$ cat config.mk
export PLATFORM = sky130hd
export DESIGN_NAME = llgg_ctrl
export DESIGN_NICKNAME = d
export VERILOG_FILES = /design/src/hdl/life_like_grid_generation_macros.svh /design/src/hdl/llgg_pkg.sv /design/src/hdl/llgg_ctrl.sv
export SDC_FILE = /design/constraint.sdc
export NUM_CORES = 1
export LEC_CHECK = 0
export BUFFER_PORTS_ARGS = -buffer_cell sky130_fd_sc_hd__buf_2
export CAP_MARGIN = 20
export CORE_AREA = 5 5 42 44
export CTS_BUF_LIST = sky130_fd_sc_hd__clkbuf_2
export CTS_CLUSTER_DIAMETER = 50
export DETAILED_ROUTE_END_ITERATION = 7
export DIE_AREA = 0 0 47 49
export HOLD_SLACK_MARGIN = 0.06
export PLACE_DENSITY_LB_ADDON = 0.15
export SLEW_MARGIN = 5
export SYNTH_ARGS = -nofsm -noshare
export SYNTH_HDL_FRONTEND = slang
export SYNTH_SLANG_ARGS = --single-unit
$ cat constraint.sdc
create_clock -name clock -period 1.3 [get_ports clock]
set_clock_uncertainty 0.1 [all_clocks]
set_input_delay 0.195 -clock clock [delete_from_list [all_inputs] [get_ports clock]]
set_output_delay 0.195 -clock clock [all_outputs]
set_load 0.03 [all_outputs]
$ cat src/hdl/life_like_grid_generation_macros.svh
// assertion macros for the life-like grid generation block
`ifndef LIFE_LIKE_GRID_GENERATION_MACROS_SVH
`define LIFE_LIKE_GRID_GENERATION_MACROS_SVH

// consequent checked in the same cycle as the antecedent
`define LLGG_ASSERT_NOW(label, clk, rst, ante, cons, msg) \
   label: assert property (@(posedge clk) disable iff (rst) (ante) |-> (cons)) \
      else $error(msg);

// consequent checked in the cycle after the antecedent
`define LLGG_ASSERT_NEXT(label, clk, rst, ante, cons, msg) \
   label: assert property (@(posedge clk) disable iff (rst) (ante) |=> (cons)) \
      else $error(msg);

`endif

$ cat src/hdl/llgg_pkg.sv
// shared constants, types and command/status structs of the grid generation block
`timescale 1ns / 1ps

package llgg_pkg;

   // grid geometry
   localparam int MAX_ROWS = 64;
   localparam int MAX_COLS = 128;
   localparam int ROW_W    = $clog2(MAX_ROWS);
   localparam int COL_W    = $clog2(MAX_COLS);
   localparam int NR_W     = $clog2(MAX_ROWS + 1);
   localparam int NC_W     = $clog2(MAX_COLS + 1);

   // field widths
   localparam int COMMAND_W   = 2;
   localparam int ROW_FIELD_W = 6;
   localparam int COL_FIELD_W = 7;
   localparam int ROWS_CFG_W  = 7;
   localparam int COLS_CFG_W  = 8;
   localparam int MASK_W      = 9;
   localparam int CNT_W       = 4;
   localparam int CSR_INDEX_W = 2;
   localparam int CSR_DATA_W  = 9;
   localparam int REQ_TDATA_W = 16;
   localparam int RSP_TDATA_W = 8;

   // commands
   localparam logic [COMMAND_W-1:0] CMD_WRITE   = 2'd0;
   localparam logic [COMMAND_W-1:0] CMD_ADVANCE = 2'd1;
   localparam logic [COMMAND_W-1:0] CMD_READ    = 2'd2;

   // register indexes
   localparam logic [CSR_INDEX_W-1:0] REG_ROWS    = 2'd0;
   localparam logic [CSR_INDEX_W-1:0] REG_COLS    = 2'd1;
   localparam logic [CSR_INDEX_W-1:0] REG_BIRTH   = 2'd2;
   localparam logic [CSR_INDEX_W-1:0] REG_SURVIVE = 2'd3;

   // register reset values
   localparam logic [ROWS_CFG_W-1:0] ROWS_RESET    = 7'd40;
   localparam logic [COLS_CFG_W-1:0] COLS_RESET    = 8'd120;
   localparam logic [MASK_W-1:0]     BIRTH_RESET   = 9'h008;
   localparam logic [MASK_W-1:0]     SURVIVE_RESET = 9'h00C;

   // row read address source
   typedef enum logic [1:0] {
      RD_REQ,
      RD_ZERO,
      RD_PLUS1,
      RD_PLUS2
   } rd_sel_type;

   typedef struct packed {
      logic       latch_req;
      logic       rd_en;
      rd_sel_type rd_sel;
      logic       wr_cell;
      logic       wr_row;
      logic       cap_read;
      logic       adv_init;
      logic       load_cur;
      logic       load_next;
      logic       step_cell;
      logic       shift_rows;
      logic       rsp_load;
   } dp_cmd_type;

   typedef struct packed {
      logic [COMMAND_W-1:0] command;
      logic                 in_range;
      logic                 area_empty;
      logic                 row_last;
      logic                 col_last;
   } dp_stat_type;

endpackage

$ cat src/hdl/llgg_ctrl.sv
// control state machine: sequences cell access, generation sweep and result beat
`timescale 1ns / 1ps

module llgg_ctrl import llgg_pkg::*; (
   input  logic        clock,
   input  logic        reset,
   input  logic        req_tvalid,
   output logic        req_tready,
   output logic        rsp_tvalid,
   input  logic        rsp_tready,
   input  dp_stat_type dp_stat,
   output dp_cmd_type  dp_cmd
);

   localparam logic [2:0] ST_IDLE       = 3'd0;
   localparam logic [2:0] ST_DECODE     = 3'd1;
   localparam logic [2:0] ST_ACCESS     = 3'd2;
   localparam logic [2:0] ST_LOAD_FIRST = 3'd3;
   localparam logic [2:0] ST_LOAD_NEXT  = 3'd4;
   localparam logic [2:0] ST_CELL       = 3'd5;
   localparam logic [2:0] ST_WRITE_ROW  = 3'd6;
   localparam logic [2:0] ST_DONE       = 3'd7;

   logic [2:0] state_ff, state_in;
   logic       rsp_valid_ff, rsp_valid_in;
   logic       cell_cmd;

   assign req_tready = (state_ff == ST_IDLE);
   assign rsp_tvalid = rsp_valid_ff;
   assign cell_cmd   = (dp_stat.command == CMD_WRITE) || (dp_stat.command == CMD_READ);

   always_comb begin
      state_in = state_ff;
      dp_cmd   = '0;
      unique case (state_ff)
         ST_IDLE: begin
            if (req_tvalid) begin
               dp_cmd.latch_req = 1'b1;
               state_in         = ST_DECODE;
            end
         end
         ST_DECODE: begin
            if (cell_cmd && dp_stat.in_range) begin
               dp_cmd.rd_en  = 1'b1;
               dp_cmd.rd_sel = RD_REQ;
               state_in      = ST_ACCESS;
            end else if ((dp_stat.command == CMD_ADVANCE) && !dp_stat.area_empty) begin
               dp_cmd.adv_init = 1'b1;
               dp_cmd.rd_en    = 1'b1;
               dp_cmd.rd_sel   = RD_ZERO;
               state_in        = ST_LOAD_FIRST;
            end else begin
               state_in = ST_DONE;
            end
         end
         ST_ACCESS: begin
            if (dp_stat.command == CMD_WRITE) begin
               dp_cmd.wr_cell = 1'b1;
            end else begin
               dp_cmd.cap_read = 1'b1;
            end
            state_in = ST_DONE;
         end
         ST_LOAD_FIRST: begin
            dp_cmd.load_cur = 1'b1;
            dp_cmd.rd_en    = 1'b1;
            dp_cmd.rd_sel   = RD_PLUS1;
            state_in        = ST_LOAD_NEXT;
         end
         ST_LOAD_NEXT: begin
            dp_cmd.load_next = 1'b1;
            state_in         = ST_CELL;
         end
         ST_CELL: begin
            dp_cmd.step_cell = 1'b1;
            if (dp_stat.col_last) begin
               state_in = ST_WRITE_ROW;
            end
         end
         ST_WRITE_ROW: begin
            dp_cmd.wr_row     = 1'b1;
            dp_cmd.shift_rows = 1'b1;
            if (dp_stat.row_last) begin
               state_in = ST_DONE;
            end else begin
               // fetch the row below the next one while this row retires
               dp_cmd.rd_en  = 1'b1;
               dp_cmd.rd_sel = RD_PLUS2;
               state_in      = ST_LOAD_NEXT;
            end
         end
         ST_DONE: begin
            if (!rsp_valid_ff || rsp_tready) begin
               dp_cmd.rsp_load = 1'b1;
               state_in        = ST_IDLE;
            end
         end
      endcase
   end

   assign rsp_valid_in = dp_cmd.rsp_load || (rsp_valid_ff && !rsp_tready);

   always_ff @(posedge clock) begin
      if (reset) begin
         state_ff     <= ST_IDLE;
         rsp_valid_ff <= 1'b0;
      end else begin
         state_ff     <= state_in;
         rsp_valid_ff <= rsp_valid_in;
      end
   end

endmodule

### After elaboration in Yosys (flattened, before gate mapping)

Cells that the tools add are included.

| storage, ports and cells | value |
|---|---|
| bits in registers | 4 |
| logic and storage cells | 52 |
| input port bits | 10 |

| cells by class | value |
|---|---|
| reduce and logical (&&, ||, !) cells | 12 |
| muxes and demuxes | 26 |
| eq/ne operators | 12 |

Operator list:

| kind | count |
|---|---|
| 3-bit 2-to-1 mux | 8 |
| 3-bit one-hot mux with 8 select lines | 1 |
| 1-bit 2-to-1 mux | 15 |
| 3-bit == test, second input constant | 4 |
| 3-bit one-hot mux with 3 select lines | 1 |
| 3-bit by 2-bit == test with 1-bit output, second input constant | 2 |
| 2-bit inequality test, second input constant | 3 |
| 3-bit by 1-bit == test with 1-bit output, second input constant | 1 |
| 1-bit logical AND | 3 |
| 1-bit zero test | 3 |
| 3-bit zero test | 1 |
| 1-bit logical OR | 3 |
| 3-bit AND reduction | 1 |
| 2-bit by 1-bit == test with 1-bit output, second input constant | 1 |
| 2-bit == test, second input constant | 1 |
| 2-bit zero test | 1 |
| 2-bit 2-to-1 mux | 1 |

### Longest topological paths before layout

Gate-level depths: netlist of run 1.

| logic depth | value |
|---|---|
| depth after elaboration | 5 |
| depth in mapped cells | 4 |

### Worst setup path after synthesis of run 1

Ideal clock, no wire load.

| timing path | value |
|---|---|
| kind | register to output |
| start | register state_ff[2] |
| end | output dp_cmd[12] (netlist name) |
| slack | -0.626 ns |
| buffers on the path | 1 |
| cell stages (with the launch flop) | 4 |
| arrival | 1.631 ns |
| cell sequence | dfxtp_1 buf_4 nor3_1 and2_1 |

RTL lines:

| element | RTL line | source |
|---|---|---|
| start, declared | llgg_ctrl.sv:24 | `logic [2:0] state_ff, state_in;` |
| start signal, assigned | llgg_ctrl.sv:108 | `state_ff <= state_in;` |
| end, declared | llgg_ctrl.sv:12 | `output dp_cmd_type dp_cmd` |

==> results of run 1 <==
-- state kept, by name (all words and copies together) (netlist names) --
register and flops:
rsp_tvalid 1, state_ff 3
-- worst register-to-register path, cell delays in order (launching register included) --
cell and delay (ns):
dfxtp_4 0.35, buf_4 0.14, and3_4 0.15, nor2b_4 0.12
buf_4 0.12, a211oi_2 0.17
-- cell usage in the layout, fill, tap and decap left out, drive strengths merged, types with 2 or more instances in the layout --
master,n
dfxtp,4
nor3b,2
nand2,3
nor3,4
clkbuf,3
a211oi,2
nand2b,2
and3b,2
and3,2
buf,38
o21ai,2
nor2b,2
nor2,8
a21oi,2
-- worst min path at each step --
stage,start,endpoint,slack [ns],depth (start not counted)
after floorplan,reset,state_ff[1],0.16,1
after global placement,reset,state_ff[2],0.32,2
after detailed placement,reset,state_ff[2],0.31,2
after CTS,reset,state_ff[2],0.09,2
after global routing,reset,state_ff[2],0.08,2
final,reset,state_ff[2],0.1,2
-- metrics by stage --
step,cells,setup TNS (ns),area [um^2]
2_1_floorplan,49,-0.3469,434.2
3_3_place_gp,98,-0.1845,630.6
3_5_place_dp,98,-0.2590,630.6
4_1_cts,101,-2.435,739.5
5_1_grt,102,-3.304,752.0
6_report,102,-2.355,752.0
-- power by group through the flow --
| stage | Clock [mW] | Combinational [mW] | Sequential (mW) |
|---|---|---|---|
| global placement | 0 | 0.432 | 0.166 |
| detailed placement | 0 | 0.433 | 0.166 |
| floorplan | 0 | 0.294 | 0.169 |
| global route | 0.122 | 0.570 | 0.172 |
| finish | 0.109 | 0.529 | 0.169 |
| CTS | 0.113 | 0.514 | 0.169 |
-- layer usage --
metal  GRT usage  vias to the layer above  share of wire
li1            -                      248              -
met1      0.1432                      218           0.42
met2      0.1719                       18           0.50
met3     0.03690                        0          0.079
met4     0.04147                        0              0
met5           0                        -              0
-- cell families (layout without fill, tap and decap cells) --
logic type / Yosys count / count (layout) / synth area share
flops: 4 / 4 / 0.2162
compound gates: 11 / 11 / 0.1993
buf+inv: 5 / 42 / 0.1013
simple gates: 29 / 29 / 0.4832
-- what timing repair did --
item,CTS,global route
pin swaps,2,1
setup endpoints to repair,14,16
setup buffers,0,1
hold buffers,0,0
resized for setup,31,1
-- layout make-up --
| type | count | share of cell area |
|---|---|---|
| clock buffer | 3 | 0.01997 |
| inverter | 1 | 0.004992 |
| multi-input combinational | 40 | 0.4376 |
| sequential | 4 | 0.1148 |
| tap | 16 | 0.02662 |
| timing repair buffer | 38 | 0.3960 |
==> results by stage, run 1 <==
Clocking:
- The buffer levels on the longest clock path is 2.
- The number of levels in the clock H-tree is 1.
- The TritonCTS clock tree is built.
- CTS placed an instance of clkbuf_2 at the clock tree root.
- For this design, the sink count on the clock tree is 4.
- The clock buffer count from CTS is 3.
- Clock latency on the worst-skew pair, taken at its later pin, is 0.20 ns.
- After clock tree synthesis, the clock-pin slew on the worst setup and hold paths is around 0.040 ns.

Timing:
- In the finished design, the share of the clock period the worst path needs comes to 1.171.
- The setup slack after layout is -0.2218 ns.
- The number of endpoints with negative hold slack in the final report was 0.
- Counting I/O delays and the setup requirement, the final critical path takes 1.522 ns.
- The count of final max-slew check failures is 0.
- For this run, the top clock speed supported by timing is approximately 660 MHz.
- Setup violations remaining at the end of the flow were counted as 14.
- At the pin with the least slew margin, the transition time is between 0.2 and 0.25 ns.
- Setup repair after global routing could not meet its margin everywhere.
- The worst hold slack after final layout is approximately 0.096 ns.
- The worst pin sits at a relative slew slack of 0.8410.

Setup path:
- The highest-delay cell along the critical path is or3b_4.
- Of all nets on the critical path, the largest fanout is 6.
- The beginning of the worst register-to-register path is state_ff[2].
- The signal on the critical path passes through or3b_4, nor3_2, buf_4.
- Data arrives at the worst endpoint at about 1.2 ns.
- Counting both buffers and inverters, the worst setup path holds a total of 1.
- STA classifies the critical path endpoint as an output port.
- The startpoint type of the worst setup path is a register.
- The critical path in this run is classified as reg -> out.
- The worst register-to-register path ends at state_ff[2].
- The maximum cell stage delay along the critical path is ~0.38 ns.
- The depth of the critical timing path with buffers and inverters included is 3.
- The endpoint required time on the critical path is 1.00 ns.
- The worst register-to-register path has a depth of 5.
- Following the worst setup path forward leads to its endpoint at dp_cmd[8].
- The largest delay contributor family on the critical path is simple AND/OR/NAND/NOR gates.
- The worst setup path startpoint is state_ff[2].
- Setup slack on the worst reg-to-reg path comes out at around 0.050 ns.

Global routing:
- The global-route wire length before repair is approximately 1900 um.
- Entering global routing, the biggest net connects 11 pins.
- The total overflow left after global routing is 0.
- The number of global-route vias before repair is about 470.
- The initial antenna violation count is 0.
- In the global route stage, overall resource usage came out at 0.1128.

Synth:
- The cell type contributing the most total cell area after synthesis is dfxtp_1.
- The synthesized design contains 4 register bits.
- In this run the cell area of the synthesized design comes to ~370 um^2.
- The sequential area share after synthesis is 0.2162.
- The unique cell type count in the Yosys netlist is 27.
- By count the netlist is led by nor2_1, dfxtp_1, nor3_1.
- The number of synthesized flops with an enable pin is 0.
- By instance count, the leading cell after synthesis is nor2_1.
- For this run, the leading register cell type out of synthesis is dfxtp_1.
- The share of flip-flops with an asynchronous set or reset after synthesis is 0.
- The area share of the largest cell type after synthesis is 0.2162.
- The gate count of the mapped netlist is 49.
- In the post-synthesis netlist, the biggest area contributors are dfxtp_1, nor2_1, buf_4, nor3_1, and3b_1.
- The count of yosys warnings during synthesis is 0.
- Counting every net in the synthesized netlist gives slightly below 60.
- The mean instance size in the synthesized netlist is 7.558 um^2.

Die:
- The overall die area is around 2300 um^2.
- The initial core utilization is 0.2643.
- In this run the count of I/O pins placed on the die edge is 25.
- The die is a little under 50 um tall.
- The width of the chip is roughly 47 um.
- The floorplan has 14 rows.
- The standard cell core area is around 1400 um^2.

Outcome:
- The flow ran to the end, but the final reports show violations.
- The checks that failed: negative setup slack.

Placement:
- The count of buffers added on input and output ports is 24.
- The wire-length estimate of the detail-placed layout is 933.4 um.
- Timing analysis after detailed placement gives a worst setup slack of -0.06001 ns.
- At the end of routability-driven placement, the weighted congestion stood at approximately 0.66.

Layout:
- Summing all flip-flop and latch instances after layout gives about 86 um^2.
- Summing all multi-input logic gate instances after layout gives ~330 um^2.
- The number of fill cells is 143.
- After the last flow step, the layout net total stands at 98.
- The post-route core utilization is 0.5366.
- The signed area change from the synthesized netlist to the final layout is 103.0%.
- In the final layout, the share of cells above drive strength 1 is 0.7326.
- The number of antenna diodes in the final layout is 0.

Pwr:
- The switching power of the nets is 0.3371 mW.
- The worst-case IR drop observed on VDD is around 640 uV.
- For this design the static power due to leakage is 0.3576 nW.
- The share of total power dissipated in combinational logic is 0.656.
- Of the total power, the clock network draws 0.135.
- The share of total power dissipated in sequential elements is 0.209.
- The net switching fraction of the power is 0.4183.
- Total power for the finished layout comes to 0.8060 mW.
- Dividing total power by cell area gives a power density of about 1100 nW/um^2.
- The cell-internal power is ~0.47 mW.

Drt:
- The number of iterations in the first detailed-routing pass is 4.
- For this run, design rule violations remaining after detail routing come to 0.
- Detailed routing inserted a total of slightly below 500 vias.
- The via density per instance is about 4.7.
- Once detail routing completed, the nets flagged for antenna violations numbered 0.
- The final layout contains routed wiring with a total length of 1179 um.
- The number of DRC markers after the initial detailed-route iteration is 2.
- After detailed routing, the average wire length per cell comes to approximately 12 um.

Job:
- Across the run, the number of max-cap violations was 0.

Hold path:
- The path category of the worst min-delay check is in -> reg.
Note: power is estimated with default switching activity, not from simulation.
==> run 2, diff against run 1 <==
--- a/config.mk
+++ b/config.mk
@@ -13,8 +13,9 @@
 export DETAILED_ROUTE_END_ITERATION = 7
 export DIE_AREA = 0 0 47 49
 export HOLD_SLACK_MARGIN = 0.06
-export PLACE_DENSITY_LB_ADDON = 0.15
+export PLACE_DENSITY_LB_ADDON = 0.1
 export SLEW_MARGIN = 5
 export SYNTH_ARGS = -nofsm -noshare
 export SYNTH_HDL_FRONTEND = slang
 export SYNTH_SLANG_ARGS = --single-unit
+export TNS_END_PERCENT = 50
==> run 2 against run 1 <==
  * Design area decreased by 3.8%
  * Flip-flop and latch count unchanged
  * Critical path type unchanged
  * Non-clock buffer count decreased by 3
  * The run still ends with negative setup slack left
  * Count of clock-buffer cells in the layout unchanged
  * Largest power group unchanged
  * Global-route usage decreased by 0.99 points
  * Critical endpoint unchanged
  * Core utilization decreased by 2.1 points
  * Critical path depth unchanged
  * Worst hold slack got worse by 0.0048 ns
  * Wire length increased by 0.42%
  * Setup slack got worse by 0.0058 ns
  * Clock power increased by 5%
  * Total power decreased by 3.4%
==> results by stage, run 2 (synthesized netlist as in run 1, its figures left out) <==
Drt:
- In the routed design, unresolved DRC markers number 0.
- Summing over every cut layer, the via total after detailed routing is ~480.
- The count of antenna-violating nets left after detailed routing is 0.
- The number of DRC markers after the initial detailed-route iteration is 3.
- Dividing the detail-routed wire length by the instance count gives 11.96 um.
- The number of iterations in the first detailed-routing pass is 4.
- The via density per instance is ~4.8.
- The sum of routed wire length over all layers is 1184 um.

Clocking:
- The clock buffer count from CTS is 3.
- In this run the number of H-tree levels came out at 1.
- Clock-pin slew was measured on the worst setup and hold paths at 0.05 ns.
- The quantity of hold-fixing buffers added after cts is 0.
- The clock reaches the later pin of the worst-skew pair after roughly 0.21 ns.
- The buffer levels on the longest clock path is 2.
- For this design, the sink count on the clock tree is 4.
- The TritonCTS clock tree is built.
- The tree is rooted in a clkbuf_2.

Die:
- The die covers ~2300 um^2.
- The number of rows created at floorplan is 14.
- For this configuration, the core starts out at a cell density of 0.2643.
- The die is between 40 and 50 um wide.
- The floorplan step defined a core boundary enclosing 1401 um^2.
- The number of top-level pins is 25.
- From bottom edge to top edge, the die measures just under 50 um.

Pwr:
- The overall power after layout is slightly below 0.8 mW.
- The power per standard cell area is 1076 nW/um^2.
- Of the total power, the clock network draws 0.147.
- For this design the total switching power over the nets is between 0.3 and 0.4 mW.
- The logic gate share of total power is 0.628.
- Of the total power, the share spent switching nets is 0.4290.
- The cell-internal power is between 0.4 and 0.5 mW.
- The maximum resistive drop on vdd is 585.3 uV.
- In this run the static leakage power is around 0.34 nW.
- Of the total power, registers draw 0.225.

Global routing:
- The first global-routing pass estimated approximately 1800 um of wire.
- The total routing usage reported by global routing is 0.1029.
- For this run the aggregate overflow at the end of global routing stands at 0.
- The initial antenna violation count came to 0.
- The number of global-route vias before repair was 435.
- The maximum number of pins on one net before global-route repair is 10.

Setup path:
- The critical path class is reg -> out.
- The sort of element at the end of the critical path is an output port.
- The endpoint required time on the critical path is 1.00 ns.
- The startpoint type of the worst setup path is a register.
- At the worst endpoint, the arrival time is 1.23 ns.
- The largest fanout on the critical path is 5.

Job:
- Max-cap violations in this run came to 0.

Timing:
- At the pin with the least slew margin, the transition time is roughly 0.27 ns.
- Adding up every negative setup slack in the final design gives -1.714 ns.
- Hold is met by 0.09088 ns.
- Based on the critical path, the design can be clocked at up to roughly 650 MHz.
- Setup repair after global routing could not meet its margin everywhere.
- The worst pin sits at a relative slew slack of 0.8172.
- The final-report setup violation count is 14.
- The number of endpoints with negative hold slack in the final report is 0.
- The final period utilization is 1.175.
- Setup slack on the critical path of the routed design comes to -0.2276 ns.
- After layout, the minimum clock period comes to ~1.5 ns.
- The count of final max-slew check failures is 0.

Layout:
- Measured on the finished design, the core utilization comes to 0.5161.
- The flip-flop count of the largest register after layout is 3.
- Relative to the synthesized area, the layout overhead comes to 95.27%.
- 0 antenna diodes ended up in the layout.
- Of the cells placed in the final design, the portion with a size suffix greater than 1 is 0.6988.
- The top cell types in the final layout, fill and taps aside, are buf_4, buf_2, buf_6.
- The largest register by flop count is state_ff.
- The count of non-filler cells in the finished layout is 99.
- Counting the fill cells in the layout gives between 150 and 200.
- Leaving out fill and tap cells, the most frequent cell in the layout is buf_4.
- For this run, the post-layout net count is 95.

Placement:
- The detailed-placement wirelength estimate is between 800 and 900 um.
- The quantity of I/O buffers inserted on ports is 24.
- The last weighted congestion value of the routability-driven placer is 0.7154.
- The number of cells in the design after placement is 94.

Outcome:
- The final reports fail on negative setup slack.
- The flow ran to the end, but the final reports show violations.

Hold path:
- The path class of the tightest hold or removal check is in -> reg.
[run 2: cell count changes in the layout (fill, tap and decap cells not counted), sizes merged]
cell  before  now
buf       38   35
[run 2: stage by stage]
step | worst slack (ns) | cell area (um^2)
finish | -0.2276 | 723.2
global route | -0.2837 | 723.2
CTS | -0.2417 | 686.9
detailed placement | -0.08554 | 598.1
global placement | -0.06503 | 598.1
floorplan | -0.1564 | 431.7
[run 2: power groups by stage]
stage	clock, mW	sequential [mW]	combinational [mW]
after floorplan	0	0.169	0.293
after global placement	0	0.171	0.392
after detailed placement	0	0.172	0.393
after CTS	0.120	0.175	0.452
after global routing	0.129	0.180	0.527
final	0.114	0.175	0.488
[run 2: layout make-up]
| class | instances | area [um^2] | share of cell area |
|---|---|---|---|
| flip-flops and latches | 4 | 88.84 | 0.1228 |
| multi-input cells | 40 | 320.3 | 0.4429 |
| inverters | 1 | 3.754 | 0.005190 |
| repair buffers | 35 | 275.3 | 0.3806 |
| well taps | 16 | 20.02 | 0.02768 |
| clock buffers | 3 | 15.01 | 0.02076 |
[run 2: timing repair]
action                                 in CTS  in global routing
setup endpoints to repair                  15                 15
pin swaps                                   3                  3
setup buffers                               0                  2
gates resized for setup                    26                  6
endpoints found under the hold margin       0                  0
[run 2: path summary, 6_finish.rpt]
path / startpoint / endpoint / slack, ns / cells after the start
min reg2reg: state_ff[0] / state_ff[2] / 0.42 / 2
min: reset / state_ff[2] / 0.09 / 2
max reg2reg: state_ff[2] / state_ff[0] / 0.05 / 4
max: state_ff[2] / dp_cmd[8] / -0.23 / 3
[run 2: critical path, stage by stage (launching register included)]
cell	delay (ns)
dfxtp_2	0.34
or3b_4	0.40
nor3_2	0.10
buf_4	0.18
[run 2: metal layers]
metal / global-route usage / part of all wire
met2: 0.1561 / 0.52
met3: 0.03321 / 0.075
met4: 0.04147 / 0
met1: 0.1300 / 0.40
met5: 0 / 0
==> run 3, diff against run 2 <==
--- a/config.mk
+++ b/config.mk
@@ -13,7 +13,7 @@
 export DETAILED_ROUTE_END_ITERATION = 7
 export DIE_AREA = 0 0 47 49
 export HOLD_SLACK_MARGIN = 0.06
-export PLACE_DENSITY_LB_ADDON = 0.1
+export PLACE_DENSITY_LB_ADDON = 0.2
 export SLEW_MARGIN = 5
 export SYNTH_ARGS = -nofsm -noshare
 export SYNTH_HDL_FRONTEND = slang
==> run 3 against run 2 <==
  * The run still ends with negative setup slack left
  * Critical path depth is the same
  * Core utilization grew 2.9 points
  * Critical endpoint unchanged
  * Clock power grew 6%
==> results by stage, run 3 (synthesized netlist as in run 1, its figures left out) <==
Outcome:
- The flow ran to the end, but the final reports show violations.
- The final reports fail on negative setup slack.

Global routing:
- The number of global-route vias before repair is 479.
- The maximum number of pins on one net before global-route repair is 10.
- The first global-routing pass estimated 1966 um of wire.
- The initial antenna violation count is 0.
- In the global route stage, overall resource usage came out at 0.1183.
- Global routing finished with a remaining overflow of 0.

Die:
- The overall die area is around 2300 um^2.
- Row generation in the floorplan step produced 14 rows.
- For this configuration, the core starts out at a cell density of 0.2643.
- After floorplanning, the core was sized to cover roughly 1400 um^2.
- The number of top-level pins is 25.
- The die is ~47 um wide.
- From bottom edge to top edge, the die measures 49 um.

Job:
- The count of maximum capacitance violations is 0.

Drt:
- For this run, design rule violations remaining after detail routing come to 0.
- The routed design has approximately 1300 um of wire.
- The number of iterations in the first detailed-routing pass is 4.
- The count of antenna-violating nets left after detailed routing is 0.
- For this block, the initial DRC count from the detailed router was 5.
- The via density per instance is between 4 and 5.
- The detail-routed net length per standard cell is between 10 and 15 um.
- The routed layout has between 400 and 500 vias.

Hold path:
- The worst hold path begins at reset.
- The tightest min-delay check is of the in -> reg type.

Clocking:
- Counting along the longest clock path gives a buffer depth of 2.
- TritonCTS built the clock tree.
- Clock tree synthesis inserted a total of 3 buffers.
- The clock-pin slew reported for the worst setup and hold paths after clock tree synthesis is 0.05 ns.
- The insertion delay of the later-clocked pin in the worst-skew pair is around 0.22 ns.
- The CTS sink count is 4.
- Buffers inserted to repair hold after CTS numbered 0.
- CTS built an H-tree with a depth of 1.
- The clock root buffer is clkbuf_2.

Setup path:
- The number of cells on the worst reg-to-reg path is 5.
- The reg2reg setup slack is 0 ns.
- The largest delay contributor family on the critical path is simple AND/OR/NAND/NOR gates.
- The worst endpoint data arrival time is approximately 1.2 ns.
- The beginning of the worst register-to-register path is state_ff[2].
- The critical path endpoint is dp_cmd[8].
- The worst setup path startpoint is state_ff[0].
- The worst register-to-register path ends at state_ff[1].
- The sort of element at the end of the critical path is an output port.
- The maximum cell stage delay along the critical path is 0.38 ns.
- The endpoint required time on the critical path is 1.00 ns.
- The largest fanout on the critical path is 6.
- The combined buffer and inverter count along the critical path is 1.
- Walking the worst path, the cells encountered are or3b_4, nor3_2, buf_4.
- The critical path class is reg -> out.
- The worst setup path is launched from a register.
- Among all stages on the critical path, the largest delay is contributed by or3b_4.
- The depth of the critical timing path with buffers and inverters included is 3.

Layout:
- Of the cells placed in the final design, the portion with a size suffix greater than 1 is 0.7273.
- 0 antenna diodes ended up in the layout.
- After filler insertion, the fill cell instance count of the layout stands at 136.
- The register with the most flip-flops in the layout has 3 of them.
- With fillers left out, the area of the finished cells amounts to ~760 um^2.
- More flip-flops sit in one register than any other, and that register is state_ff.
- The signed area change from the synthesized netlist to the final layout is 106.1%.
- The top cell types in the final layout, fill and taps aside, are buf_4, buf_2, buf_6.
- After the last flow step, the layout net total stands at 100.
- The post-route core utilization is 0.5446.
- Leaving out fill and tap cells, the most frequent cell in the layout is buf_4.

Placement:
- Input and output buffers added on the ports amount to 24.
- The placement-stage cell area is 628.1 um^2.
- The last weighted congestion value of the routability-driven placer is around 0.74.
- The detailed-placement wirelength estimate is approximately 900 um.

Timing:
- Setup violations remaining at the end of the flow were counted as 15.
- Setup repair after global routing could not meet its margin everywhere.
- The count of final max-slew check failures is 0.
- Timing would allow up to 652.9 MHz.
- Setup slack on the critical path of the routed design comes to -0.2316 ns.
- Of the available clock period, the critical path in the final layout requires 1.178.
- The routed design could run at a clock period as short as ~1.5 ns.
- The number of endpoints with negative hold slack in the final report is 0.
- After routing, the total negative slack on setup checks comes to -2.288 ns.
- Measured against its own limit, the worst slew margin works out to 0.8135.
- At the pin with the least slew margin, the transition time is approximately 0.28 ns.

Pwr:
- The static leakage is ~0.37 nW.
- The power per standard cell area is ~1100 nW/um^2.
- Of the total power, the share spent switching nets is 0.4277.
- The clock group share of total power is 0.147.
- The sequential power share is 0.207.
- The logic gate share of total power is 0.646.
- The switching power of the nets is between 0.3 and 0.4 mW.
- Across the VDD grid, the largest voltage drop is slightly above 600 uV.
- The cell-internal power is around 0.47 mW.
[run 3: worst min-delay path by stage]
stage                        endpoint  slack [ns]  cells after the start
after floorplan           state_ff[1]        0.16                      1
after global placement    state_ff[2]        0.31                      2
after detailed placement  state_ff[2]        0.31                      2
after CTS                 state_ff[1]        0.08                      2
after global routing      state_ff[2]        0.09                      2
final                     state_ff[2]        0.11                      2
[run 3: power groups by stage]
stage	registers [mW]	logic (mW)	clock network (mW)
2_1_floorplan	0.169	0.293	0
3_3_place_gp	0.169	0.414	0
3_5_place_dp	0.170	0.416	0
4_1_cts	0.170	0.504	0.122
5_1_grt	0.175	0.572	0.134
6_report	0.171	0.534	0.121
[run 3: through the flow]
stage / cells / hold slack (ns) / power [mW] / setup WS [ns]
5_1_grt: 104 / 0.09422 / 0.8803 / -0.2817
2_1_floorplan: 49 / 0.1603 / 0.4615 / -0.1564
4_1_cts: 103 / 0.08454 / 0.7962 / -0.2383
3_3_place_gp: 98 / 0.3083 / 0.5828 / -0.04079
6_report: 104 / 0.1079 / 0.8258 / -0.2316
3_5_place_dp: 98 / 0.3129 / 0.5855 / -0.06606
[run 3: what timing repair did]
| action | in CTS | in global routing |
|---|---|---|
| buffers inserted | 2 | 1 |
| endpoints found under the setup margin | 15 | 16 |
| gates resized for setup | 27 | 4 |
| pin swaps | 3 | 4 |
[run 3: area by class of cell]
class,instances,area (um^2),share of cell area
multi-input cells,40,329.1,0.4311
flip-flops and latches,4,86.33,0.1131
well taps,16,20.02,0.02623
clock buffers,3,15.01,0.01967
inverters,1,3.754,0.004918
repair buffers,40,309.0,0.4049
[run 3: layer usage]
metal | global-route usage | vias up | part of all wire
li1 | - | 258 | -
met1 | 0.1187 | 220 | 0.37
met2 | 0.2036 | 14 | 0.55
met3 | 0.02214 | 4 | 0.050
met4 | 0.08295 | 0 | 0.033
met5 | 0 | - | 0
